<file path="config.mk">
export PLATFORM = sky130hd
export DESIGN_NAME = track_button_navigator
export DESIGN_NICKNAME = d
export VERILOG_FILES = /design/src/tbn_pkg.sv /design/src/track_button_navigator.sv
export SDC_FILE = /design/constraint.sdc
export NUM_CORES = 1
export LEC_CHECK = 0
export BUFFER_PORTS_ARGS = -buffer_cell sky130_fd_sc_hd__buf_4
export CAP_MARGIN = 20
export CORE_MARGIN = 4
export CORE_UTILIZATION = 35
export CTS_CLUSTER_DIAMETER = 40
export DETAILED_ROUTE_END_ITERATION = 8
export HOLD_SLACK_MARGIN = 0.15
export PLACE_DENSITY = 0.58
export SYNTH_ARGS = -nofsm -noshare
export SYNTH_HDL_FRONTEND = slang
export SYNTH_SLANG_ARGS = --single-unit
</file>
<file path="constraint.sdc">
create_clock -name clk -period 8 [get_ports clk]
set_input_delay 2 -clock clk [delete_from_list [all_inputs] [get_ports clk]]
set_output_delay 2 -clock clk [all_outputs]
set_load 0.01 [all_outputs]
</file>
<file path="src/tbn_pkg.sv">
// constants, codes and types for the debounced button track selector
// no dependencies; used by track_button_navigator
`default_nettype none

package tbn_pkg;

  localparam int MAX_TRACKS = 128;
  localparam int TRACK_W    = $clog2(MAX_TRACKS);
  localparam int CNT_W      = $clog2(MAX_TRACKS + 1);
  localparam int IDX_W      = 7;
  localparam int TIMER_W    = 16;
  localparam int TC_W       = 8;
  localparam int ADDR_W     = 4;
  localparam int DATA_W     = 32;

  localparam logic [TIMER_W-1:0] TIMER_MAX = {TIMER_W{1'b1}};

  localparam logic LEVEL_HIGH = 1'b1;

  localparam logic [TIMER_W-1:0] DEBOUNCE_RST = 16'd50;
  localparam logic [TIMER_W-1:0] WINDOW_RST   = 16'd3000;
  localparam logic [TC_W-1:0]    TCOUNT_RST   = 8'd1;

  localparam logic [1:0] REG_DEBOUNCE = 2'd0;
  localparam logic [1:0] REG_WINDOW   = 2'd1;
  localparam logic [1:0] REG_TCOUNT   = 2'd2;

  typedef logic [1:0] pact_t;

  localparam pact_t PACT_NONE    = 2'd0;
  localparam pact_t PACT_STEP    = 2'd1;
  localparam pact_t PACT_RESTART = 2'd2;

  typedef logic [TIMER_W-1:0] timer_t;
  typedef logic [TRACK_W-1:0] track_t;
  typedef logic [CNT_W-1:0]   count_t;

  function automatic timer_t sat_inc(input timer_t t);
    sat_inc = (t == TIMER_MAX) ? t : t + 1'b1;
  endfunction

endpackage

`default_nettype wire

</file>
<file path="src/track_button_navigator.sv">
// debounced previous/next button track selector, top level
// depends on tbn_pkg
//
// usage: one input transfer per millisecond tick carries the raw active-low
// levels of the previous and next buttons (in_prev_level, in_next_level).
// each input transfer yields exactly one output transfer with the previous
// action (none, step back, restart), the next action and the track index.
// out_valid rises in the cycle after the input transfer; throughput is one tick
// per cycle without a receiver stall, set by the single output register that holds the result.
// in_ready is high whenever the output register is empty or being taken, so
// a receiver stall holds the result and stalls the input side only then.
// configuration: apb write at 0x0 debounce, 0x4 restart window, 0x8 track
// count; reads return the register values; pready is always high.
// reset (rst_n low, synchronous) restores register defaults (50, 3000, 1),
// marks both buttons released, clears the timers and the track index and
// empties the output register.
`default_nettype none

module track_button_navigator (
  input  wire logic                       clk,
  input  wire logic                       rst_n,
  input  wire logic                       in_valid,
  output logic                            in_ready,
  input  wire logic                       in_prev_level,
  input  wire logic                       in_next_level,
  output logic                            out_valid,
  input  wire logic                       out_ready,
  output tbn_pkg::pact_t                  out_prev_action,
  output logic                            out_next_action,
  output logic [tbn_pkg::IDX_W-1:0]       out_track_index,
  input  wire logic                       psel,
  input  wire logic                       penable,
  input  wire logic                       pwrite,
  input  wire logic [tbn_pkg::ADDR_W-1:0] paddr,
  input  wire logic [tbn_pkg::DATA_W-1:0] pwdata,
  output logic [tbn_pkg::DATA_W-1:0]      prdata,
  output logic                            pready
);

  tbn_pkg::timer_t debounce_r, window_r;
  logic [tbn_pkg::TC_W-1:0] tcount_r;

  logic prev_raw_r, prev_stable_r, next_raw_r, next_stable_r;
  tbn_pkg::timer_t prev_timer_r, next_timer_r, play_timer_r;
  tbn_pkg::track_t track_r;

  logic out_valid_r;
  tbn_pkg::pact_t out_pact_r;
  logic out_nact_r;
  logic [tbn_pkg::IDX_W-1:0] out_idx_r;

  logic prev_raw_nxt, prev_stable_nxt, next_raw_nxt, next_stable_nxt;
  tbn_pkg::timer_t prev_timer_nxt, next_timer_nxt, play_timer_nxt;
  tbn_pkg::track_t track_nxt, track_mid;
  tbn_pkg::pact_t pact_nxt;
  logic nact_nxt;
  tbn_pkg::count_t count;
  logic in_xfer, cfg_wr;
  logic [1:0] reg_idx;

  assign pready   = 1'b1;
  assign reg_idx  = paddr[3:2];
  assign cfg_wr   = psel && penable && pwrite && pready;
  assign in_ready = !out_valid_r || out_ready;
  assign in_xfer  = in_valid && in_ready;

  assign out_valid       = out_valid_r;
  assign out_prev_action = out_pact_r;
  assign out_next_action = out_nact_r;
  assign out_track_index = out_idx_r;

  always_comb begin
    prdata = '0;
    case (reg_idx)
      tbn_pkg::REG_DEBOUNCE: prdata = tbn_pkg::DATA_W'(debounce_r);
      tbn_pkg::REG_WINDOW:   prdata = tbn_pkg::DATA_W'(window_r);
      tbn_pkg::REG_TCOUNT:   prdata = tbn_pkg::DATA_W'(tcount_r);
      default:               prdata = '0;
    endcase
  end

  // effective track count, clamped to one..MAX_TRACKS
  always_comb begin
    if (tcount_r == '0) begin
      count = tbn_pkg::count_t'(1);
    end else if (32'(tcount_r) > tbn_pkg::MAX_TRACKS) begin
      count = tbn_pkg::count_t'(tbn_pkg::MAX_TRACKS);
    end else begin
      count = tbn_pkg::count_t'(tcount_r);
    end
  end

  always_comb begin
    prev_timer_nxt  = tbn_pkg::sat_inc(prev_timer_r);
    next_timer_nxt  = tbn_pkg::sat_inc(next_timer_r);
    play_timer_nxt  = tbn_pkg::sat_inc(play_timer_r);
    prev_stable_nxt = prev_stable_r;
    next_stable_nxt = next_stable_r;
    prev_raw_nxt    = in_prev_level;
    next_raw_nxt    = in_next_level;
    pact_nxt        = tbn_pkg::PACT_NONE;
    nact_nxt        = 1'b0;
    track_mid       = track_r;

    // previous button
    if (in_prev_level != prev_raw_r) begin
      prev_timer_nxt = '0;
    end
    if (prev_timer_nxt >= debounce_r && in_prev_level != prev_stable_r) begin
      prev_stable_nxt = in_prev_level;
      if (in_prev_level == tbn_pkg::LEVEL_HIGH) begin
        if (play_timer_nxt <= window_r) begin
          if (track_r == '0 || tbn_pkg::count_t'(track_r) >= count) begin
            track_mid = tbn_pkg::track_t'(count - 1'b1);
          end else begin
            track_mid = track_r - 1'b1;
          end
          pact_nxt = tbn_pkg::PACT_STEP;
        end else begin
          pact_nxt = tbn_pkg::PACT_RESTART;
        end
        play_timer_nxt = '0;
        prev_timer_nxt = '0;
      end
    end

    // next button
    track_nxt = track_mid;
    if (in_next_level != next_raw_r) begin
      next_timer_nxt = '0;
    end
    if (next_timer_nxt >= debounce_r && in_next_level != next_stable_r) begin
      next_stable_nxt = in_next_level;
      if (in_next_level == tbn_pkg::LEVEL_HIGH) begin
        next_timer_nxt = '0;
        if (tbn_pkg::count_t'(track_mid) + 1'b1 >= count) begin
          track_nxt = '0;
        end else begin
          track_nxt = track_mid + 1'b1;
        end
        nact_nxt = 1'b1;
      end
    end
  end

  always_ff @(posedge clk) begin
    if (!rst_n) begin
      debounce_r <= tbn_pkg::DEBOUNCE_RST;
      window_r   <= tbn_pkg::WINDOW_RST;
      tcount_r   <= tbn_pkg::TCOUNT_RST;
    end else if (cfg_wr) begin
      case (reg_idx)
        tbn_pkg::REG_DEBOUNCE: debounce_r <= pwdata[tbn_pkg::TIMER_W-1:0];
        tbn_pkg::REG_WINDOW:   window_r   <= pwdata[tbn_pkg::TIMER_W-1:0];
        tbn_pkg::REG_TCOUNT:   tcount_r   <= pwdata[tbn_pkg::TC_W-1:0];
        default: ;
      endcase
    end
  end

  always_ff @(posedge clk) begin
    if (!rst_n) begin
      prev_raw_r    <= tbn_pkg::LEVEL_HIGH;
      prev_stable_r <= tbn_pkg::LEVEL_HIGH;
      next_raw_r    <= tbn_pkg::LEVEL_HIGH;
      next_stable_r <= tbn_pkg::LEVEL_HIGH;
      prev_timer_r  <= '0;
      next_timer_r  <= '0;
      play_timer_r  <= '0;
      track_r       <= '0;
    end else if (in_xfer) begin
      prev_raw_r    <= prev_raw_nxt;
      prev_stable_r <= prev_stable_nxt;
      next_raw_r    <= next_raw_nxt;
      next_stable_r <= next_stable_nxt;
      prev_timer_r  <= prev_timer_nxt;
      next_timer_r  <= next_timer_nxt;
      play_timer_r  <= play_timer_nxt;
      track_r       <= track_nxt;
    end
  end

  always_ff @(posedge clk) begin
    if (!rst_n) begin
      out_valid_r <= 1'b0;
    end else if (in_xfer) begin
      out_valid_r <= 1'b1;
    end else if (out_ready) begin
      out_valid_r <= 1'b0;
    end
  end

  // result payload, loaded on each input transfer
  always_ff @(posedge clk) begin
    if (in_xfer) begin
      out_pact_r <= pact_nxt;
      out_nact_r <= nact_nxt;
      out_idx_r  <= tbn_pkg::IDX_W'(track_nxt);
    end
  end

  a_xfer_gives_result: assert property (@(posedge clk) disable iff (!rst_n)
    in_xfer |=> out_valid_r)
    else $error("input transfer did not load a result");

  a_prev_clears_timers: assert property (@(posedge clk) disable iff (!rst_n)
    (in_xfer && pact_nxt != tbn_pkg::PACT_NONE) |=>
      (play_timer_r == '0 && prev_timer_r == '0 && prev_stable_r == tbn_pkg::LEVEL_HIGH))
    else $error("previous action did not clear play and previous timers");

  a_next_clears_timer: assert property (@(posedge clk) disable iff (!rst_n)
    (in_xfer && nact_nxt) |=> (next_timer_r == '0 && out_nact_r))
    else $error("next action did not clear next timer");

  a_track_in_range: assert property (@(posedge clk) disable iff (!rst_n)
    (in_xfer && (pact_nxt == tbn_pkg::PACT_STEP || nact_nxt)) |->
      tbn_pkg::count_t'(track_nxt) < count)
    else $error("stepped track index out of range");

endmodule

`default_nettype wire

</file>
# ---- Yosys cells after proc, flatten, opt, wreduce, memory -nomap -nowiden
# Index checks and enable logic that the tools add are counted.
# Widths: inputs -> output; s select.
dict set report classes {
  n_eq_ne 9
  reduce_logical 18
  n_mux 25
  add_sub_neg 7
  order_cmp 6
}
# op count
set op_table {}
lappend op_table {{$mux 16} 11}
lappend op_table {{$mux 7} 7}
lappend op_table {{$add 16x1->16 const B} 3}
lappend op_table {{$eq 16x16->1 const B} 3}
lappend op_table {{$pmux 16 s3} 1}
lappend op_table {{$ge 16x16->1} 2}
lappend op_table {{$le 16x16->1} 1}
lappend op_table {{$mux 8} 2}
lappend op_table {{$sub 7x1->7 const B} 2}
lappend op_table {{$reduce_and 2->1} 6}
lappend op_table {{$add 7x1->8 const B} 1}
lappend op_table {{$ge 7x8->1} 1}
lappend op_table {{$ge 8x8->1} 1}
lappend op_table {{$gt 8x8->1 const B} 1}
lappend op_table {{$logic_not 8->1} 1}
lappend op_table {{$add 7x1->7 const B} 1}
lappend op_table {{$logic_not 7->1} 1}
lappend op_table {{$logic_and 1x1->1} 5}
lappend op_table {{$ne 1x1->1} 4}
lappend op_table {{$mux 1} 3}
lappend op_table {{$eq 2x1->1 const B} 1}
lappend op_table {{$eq 2x2->1 const B} 1}
lappend op_table {{$logic_not 2->1} 1}
lappend op_table {{$logic_or 1x1->1} 2}
lappend op_table {{other kinds (3)} 3}
dict set report totals {
  ff_bits 110
  in_bits 45
  wordCells 80
}

# ---- Longest topological paths before layout
dict set report logic_depth {
  depth_word 14
  ltp_mapped 32
}

# ---- Least setup slack after synthesis
# OpenSTA, ideal clock, no wires.
dict set report synth_path {
  path_kind {input-to-reg}
  from {input in_prev_level}
  to {register track_r[6]}
  cell_stages 23
  arrival_time_ps 6940
  path_buffers 3
  required_time_ps 7921
  setup_slack_ps 981
  cell_sequence {xor2_1 clkbuf_1 nor2_1 ha_1 nand4_1 a211oi_1 nand4_1 a311oi_1 buf_2 nand2_1 o21ai_0 ha_1 nor4b_1 nand4b_1 a211oi_2 xnor2_1 ha_1 or2_2 a21oi_1 a21oi_1 clkbuf_1 or4_1 o211ai_1}
}
dict set report synth_via {
  elab_chain_cells 10
  word_cells_on_any_way 13
}
# element line_no
set synth_lines {}
lappend synth_lines {{from (decl)} track_button_navigator.sv:24} ;# input wire logic in_prev_level,
lappend synth_lines {{$ne 1x1->1} track_button_navigator.sv:106} ;# if (in_prev_level != prev_raw_r) begin
lappend synth_lines {{$mux 16} track_button_navigator.sv:106}
lappend synth_lines {{$ge 16x16->1} track_button_navigator.sv:109} ;# if (prev_timer_nxt >= debounce_r && in_prev_level != prev_stable_r) begin
lappend synth_lines {{$logic_and 1x1->1} track_button_navigator.sv:109}
lappend synth_lines {{$mux 7 (*)} track_button_navigator.sv:109}
lappend synth_lines {{$add 7x1->8} track_button_navigator.sv:136} ;# if (tbn_pkg::count_t'(track_mid) + 1'b1 >= count) begin
lappend synth_lines {{$ge 8x8->1} track_button_navigator.sv:136}
lappend synth_lines {{$mux 7} track_button_navigator.sv:136}
lappend synth_lines {{$mux 7} track_button_navigator.sv:134} ;# if (in_next_level == tbn_pkg::LEVEL_HIGH) begin
lappend synth_lines {{$mux 7 (*)} track_button_navigator.sv:132} ;# if (next_timer_nxt >= debounce_r && in_next_level != next_stable_r) begin
lappend synth_lines {{to (signal assigned)} track_button_navigator.sv:179} ;# track_r <= track_nxt;
lappend synth_lines {{to (decl)} track_button_navigator.sv:45} ;# tbn_pkg::track_t track_r;
# Every way passes the cells marked *; elsewhere a longest branch is shown, timed or not.
# A chain may end at the register's enable or synchronous reset.

# ---- Final worst setup path
dict set report layout_path {
  from {register prev_timer_r[3]}
  to {register track_r[0]}
}
dict set report layout_via {
  elab_chain_cells 11
  word_cells_on_any_way 13
}
# element line_no
set layout_lines {}
lappend layout_lines {{from (decl)} track_button_navigator.sv:44} ;# tbn_pkg::timer_t prev_timer_r, next_timer_r, play_timer_r;
lappend layout_lines {{from (signal assigned)} track_button_navigator.sv:176} ;# prev_timer_r <= prev_timer_nxt;
lappend layout_lines {{$add 16x1->16 or $eq 16x16->1 (tied branches)} tbn_pkg.sv:39} ;# sat_inc = (t == TIMER_MAX) ? t : t + 1'b1;
lappend layout_lines {{$mux 16 (*)} tbn_pkg.sv:39}
lappend layout_lines {{$mux 16 (*)} track_button_navigator.sv:106}
lappend layout_lines {{$ge 16x16->1 (*)} track_button_navigator.sv:109}
lappend layout_lines {{$logic_and 1x1->1 (*)} track_button_navigator.sv:109}
lappend layout_lines {{$mux 7 (*)} track_button_navigator.sv:109}
lappend layout_lines {{$add 7x1->8} track_button_navigator.sv:136}
lappend layout_lines {{$ge 8x8->1} track_button_navigator.sv:136}
lappend layout_lines {{$mux 7} track_button_navigator.sv:136}
lappend layout_lines {{$mux 7} track_button_navigator.sv:134}
lappend layout_lines {{$mux 7 (*)} track_button_navigator.sv:132}
lappend layout_lines {{via track_nxt[0]} track_button_navigator.sv:54} ;# tbn_pkg::track_t track_nxt, track_mid;
# The timed path passes the listed nets; every way through them passes the cells marked *.

==> out/metrics.cfg <==
[run_status]
status = complete, no violations

[min_path]
hold_end = debounce_r[13]
holdPathStages = 2
hold_path.class = reg -> reg
min_from = debounce_r[13]

[place]
gp_congestion = 0.858
dp_hpwl_um = 15600
io_buffer_count = 54

[floorplanning]
die_area_mm2 = 0.0245
ioPinCount = 90
initial_core_util = 0.355
core_area_mm2 = 0.0218
die_w_um = 157
rows = 54
die_h_um = 157

[timing]
drv_slew = 0
rsz0062_at_grt = no
setup_viol = 0
tightest_slew_ns = 0.906
timing.final.crit_share = 0.888
setup_tns_ns = 0
relSlewSlack = 0.396
finalClockSkew_ns = 0.0138
fmax_mhz = 141
hold_viol = 0
period_minus_slack_ns = 7.10

[grt]
grt_pass1_vias = 6593
globalRouteOverflowTotal = 0
grt_max_degree = 79
grt_pass1_wl_um = 34200
grt_util_all_layers = 0.173
antenna_found_initial = 0

[worst_setup_path]
slowest_delay_ns = 0.64
cp_slowest_cell = nor4_1
r2r_end = track_r[0]
r2r-start = prev_timer_r[3]
crit_arrival_ns = 7.35
rrSetupSlack_ns = 0.90
cp-end-kind = register
critPathKind = reg -> reg
cp_max_fo = 7
start_kind = register
crit_required_ns = 8.24
r2r_cells = 28
crit_top_cell = nand4_1

[detailed_routing]
wl_per_cell_um = 16.3
drt_iter0_drc = 450
drt-pass1-iter-count = 5
num_vias = 6975
final_antenna_net_count = 0
wl_um = 21200
viasPerCell = 5.35
drc = 0

[layout]
layout.area.seq_mm2 = 0.00230
flow.area_growth_from_synthesis_pct = 11.7
drive_gt1_frac = 0.106
antenna_cells = 0
multiInputGateArea_mm2 = 0.00499
fillCellCount = 2270
fin_util = 0.397
fin_nets = 1132

[logic_synthesis]
syn_area_per_cell_um2 = 7.82
yosysWarnings = 0
yosysSeqAreaShare = 0.298
synthFlopType = dfxtp_1
synthTopCellsByArea = dfxtp_1, ha_1, nand2_1, nor2_1, a21oi_1
syn_area_mm2 = 0.00773
yosys.area.top_type = dfxtp_1
yosys.cell_types.count = 71
syn_inst = 988
synthTopCellsByCount = nand2_1, nor2_1, dfxtp_1, a21oi_1, ha_1
synth.most_common_cell = nand2_1
synth_edf_count = 10
synth.ff_latch_count = 110
synth_top_area_frac = 0.259
async_flop_share = 0

[clock_tree]
cts_tree = yes
htree_levels = 3
postCtsSetupBuffers = 0
clockBufferDepth = 2
clkSinkCount = 110
cts_resized = 0
ctsHoldBuffers = 0
cts_root_buffer = clkbuf_16
clk_pin_slew_ns = 0.08
clkLatencyLatePin_ns = 0.36
numCtsBuffers = 9

[run]
cap_violations = 0

[power]
p_leak_nw = 3.35
power_density_mw_per_mm2 = 146
ir_worst_vdd_mv = 0.0910

==> state kept, by name, summed over array words and instances, names as in the netlist, 2 cells and up <==
name / flops
out_prev_action: 2
debounce_r: 16
out_track_index: 7
next_timer_r: 16
tcount_r: 8
track_r: 7
window_r: 16
play_timer_r: 16
prev_timer_r: 16
==> worst max path at each step <==
stage,start,to,cells past startpoint
CTS,prev_timer_r[3],track_r[0],28
global route,prev_timer_r[3],track_r[0],28
detailed placement,in_prev_level,track_r[0],25
finish,prev_timer_r[3],track_r[0],28
global placement,in_prev_level,track_r[0],25
floorplan,in_prev_level,track_r[6],23
==> layer usage <==
layer | vias up | share of wire | routed length [um] | GRT usage
li1 | 3541 | - | - | -
met1 | 3273 | 0.48 | 10100 | 0.235
met2 | 141 | 0.47 | 9880 | 0.283
met3 | 20 | 0.040 | 849 | 0.0329
met4 | 0 | 0.016 | 350 | 0.0467
met5 | - | 0 | 0 | 0
==> worst max-delay path, delay by kind of cell (launching register included) <==
kind / cells / cell delay, ns
compound gates: 8 / 2.10
xor+xnor: 2 / 0.23
fa+ha+maj: 3 / 0.88
buf+inv: 2 / 0.27
flops: 1 / 0.42
mux: 1 / 0.36
simple gates: 12 / 2.71
==> layout make-up <==
class / count / share of cell area
flip-flops and latches: 110 / 0.267
inverters: 52 / 0.0226
clock buffers: 11 / 0.0294
well taps: 280 / 0.0406
multi-input cells: 777 / 0.578
clock inverters: 4 / 0.00319
repair buffers: 69 / 0.0600
==> cells in the final DEF (no fill, tap or decap), drive strengths merged, types with 5 or more instances in the layout <==
cell	Yosys	final
dfxtp	100	100
inv	50	53
nand2	116	116
xor2	18	18
a211oi	8	8
o211ai	16	16
a21o	9	9
nor3b	6	6
o21ai	40	40
clkbuf	39	11
a22oi	33	33
a21oi	77	77
nor4	5	5
o21a	5	5
conb	2	17
and3	11	11
mux2	6	6
and2	6	6
nor3	37	37
xnor2	24	24
nor2b	6	6
edfxtp	10	10
ha	68	68
mux2i	31	31
buf	25	69
nand4	17	17
a211o	5	5
nand3	38	38
a31oi	9	9
nor2	107	107
or3	7	7
nand2b	15	15
==> per-stage QoR <==
step | instance area (um^2) | power (W) | instances | setup slack (ns) | hold WS, ns
after CTS | 8630 | 0.00128 | 1303 | 0.887 | 0.477
after floorplan | 7780 | 0.000758 | 1003 | 0.981 | 0.449
after detailed placement | 8350 | 0.000826 | 1288 | 0.572 | 0.466
after global placement | 8350 | 0.000823 | 1288 | 0.604 | 0.459
after global routing | 8630 | 0.00132 | 1303 | 0.115 | 0.491
final | 8630 | 0.00126 | 1303 | 0.900 | 0.474
==> cells by family after synthesis <==
kind of cell    count (synthesis)  share of synthesized area
mux                            37                     0.0499
buf+inv                       116                     0.0661
fa+ha+maj                      68                      0.110
xor+xnor                       42                     0.0476
flops                         110                      0.298
other cells                     2                   0.000972
simple gates                  387                      0.239
compound gates                226                      0.189
==> power breakdown <==
part / switching [W] / internal [W] / leakage [nW] / total [W]
Combinational: 0.000141 / 0.0000899 / 2.30 / 0.000231
Sequential: 0.0000142 / 0.000569 / 0.911 / 0.000583
Clock: 0.000212 / 0.000230 / 0.141 / 0.000442
Total: 0.000367 / 0.000889 / 3.35 / 0.00126
(Power assumes the default switching activity.)
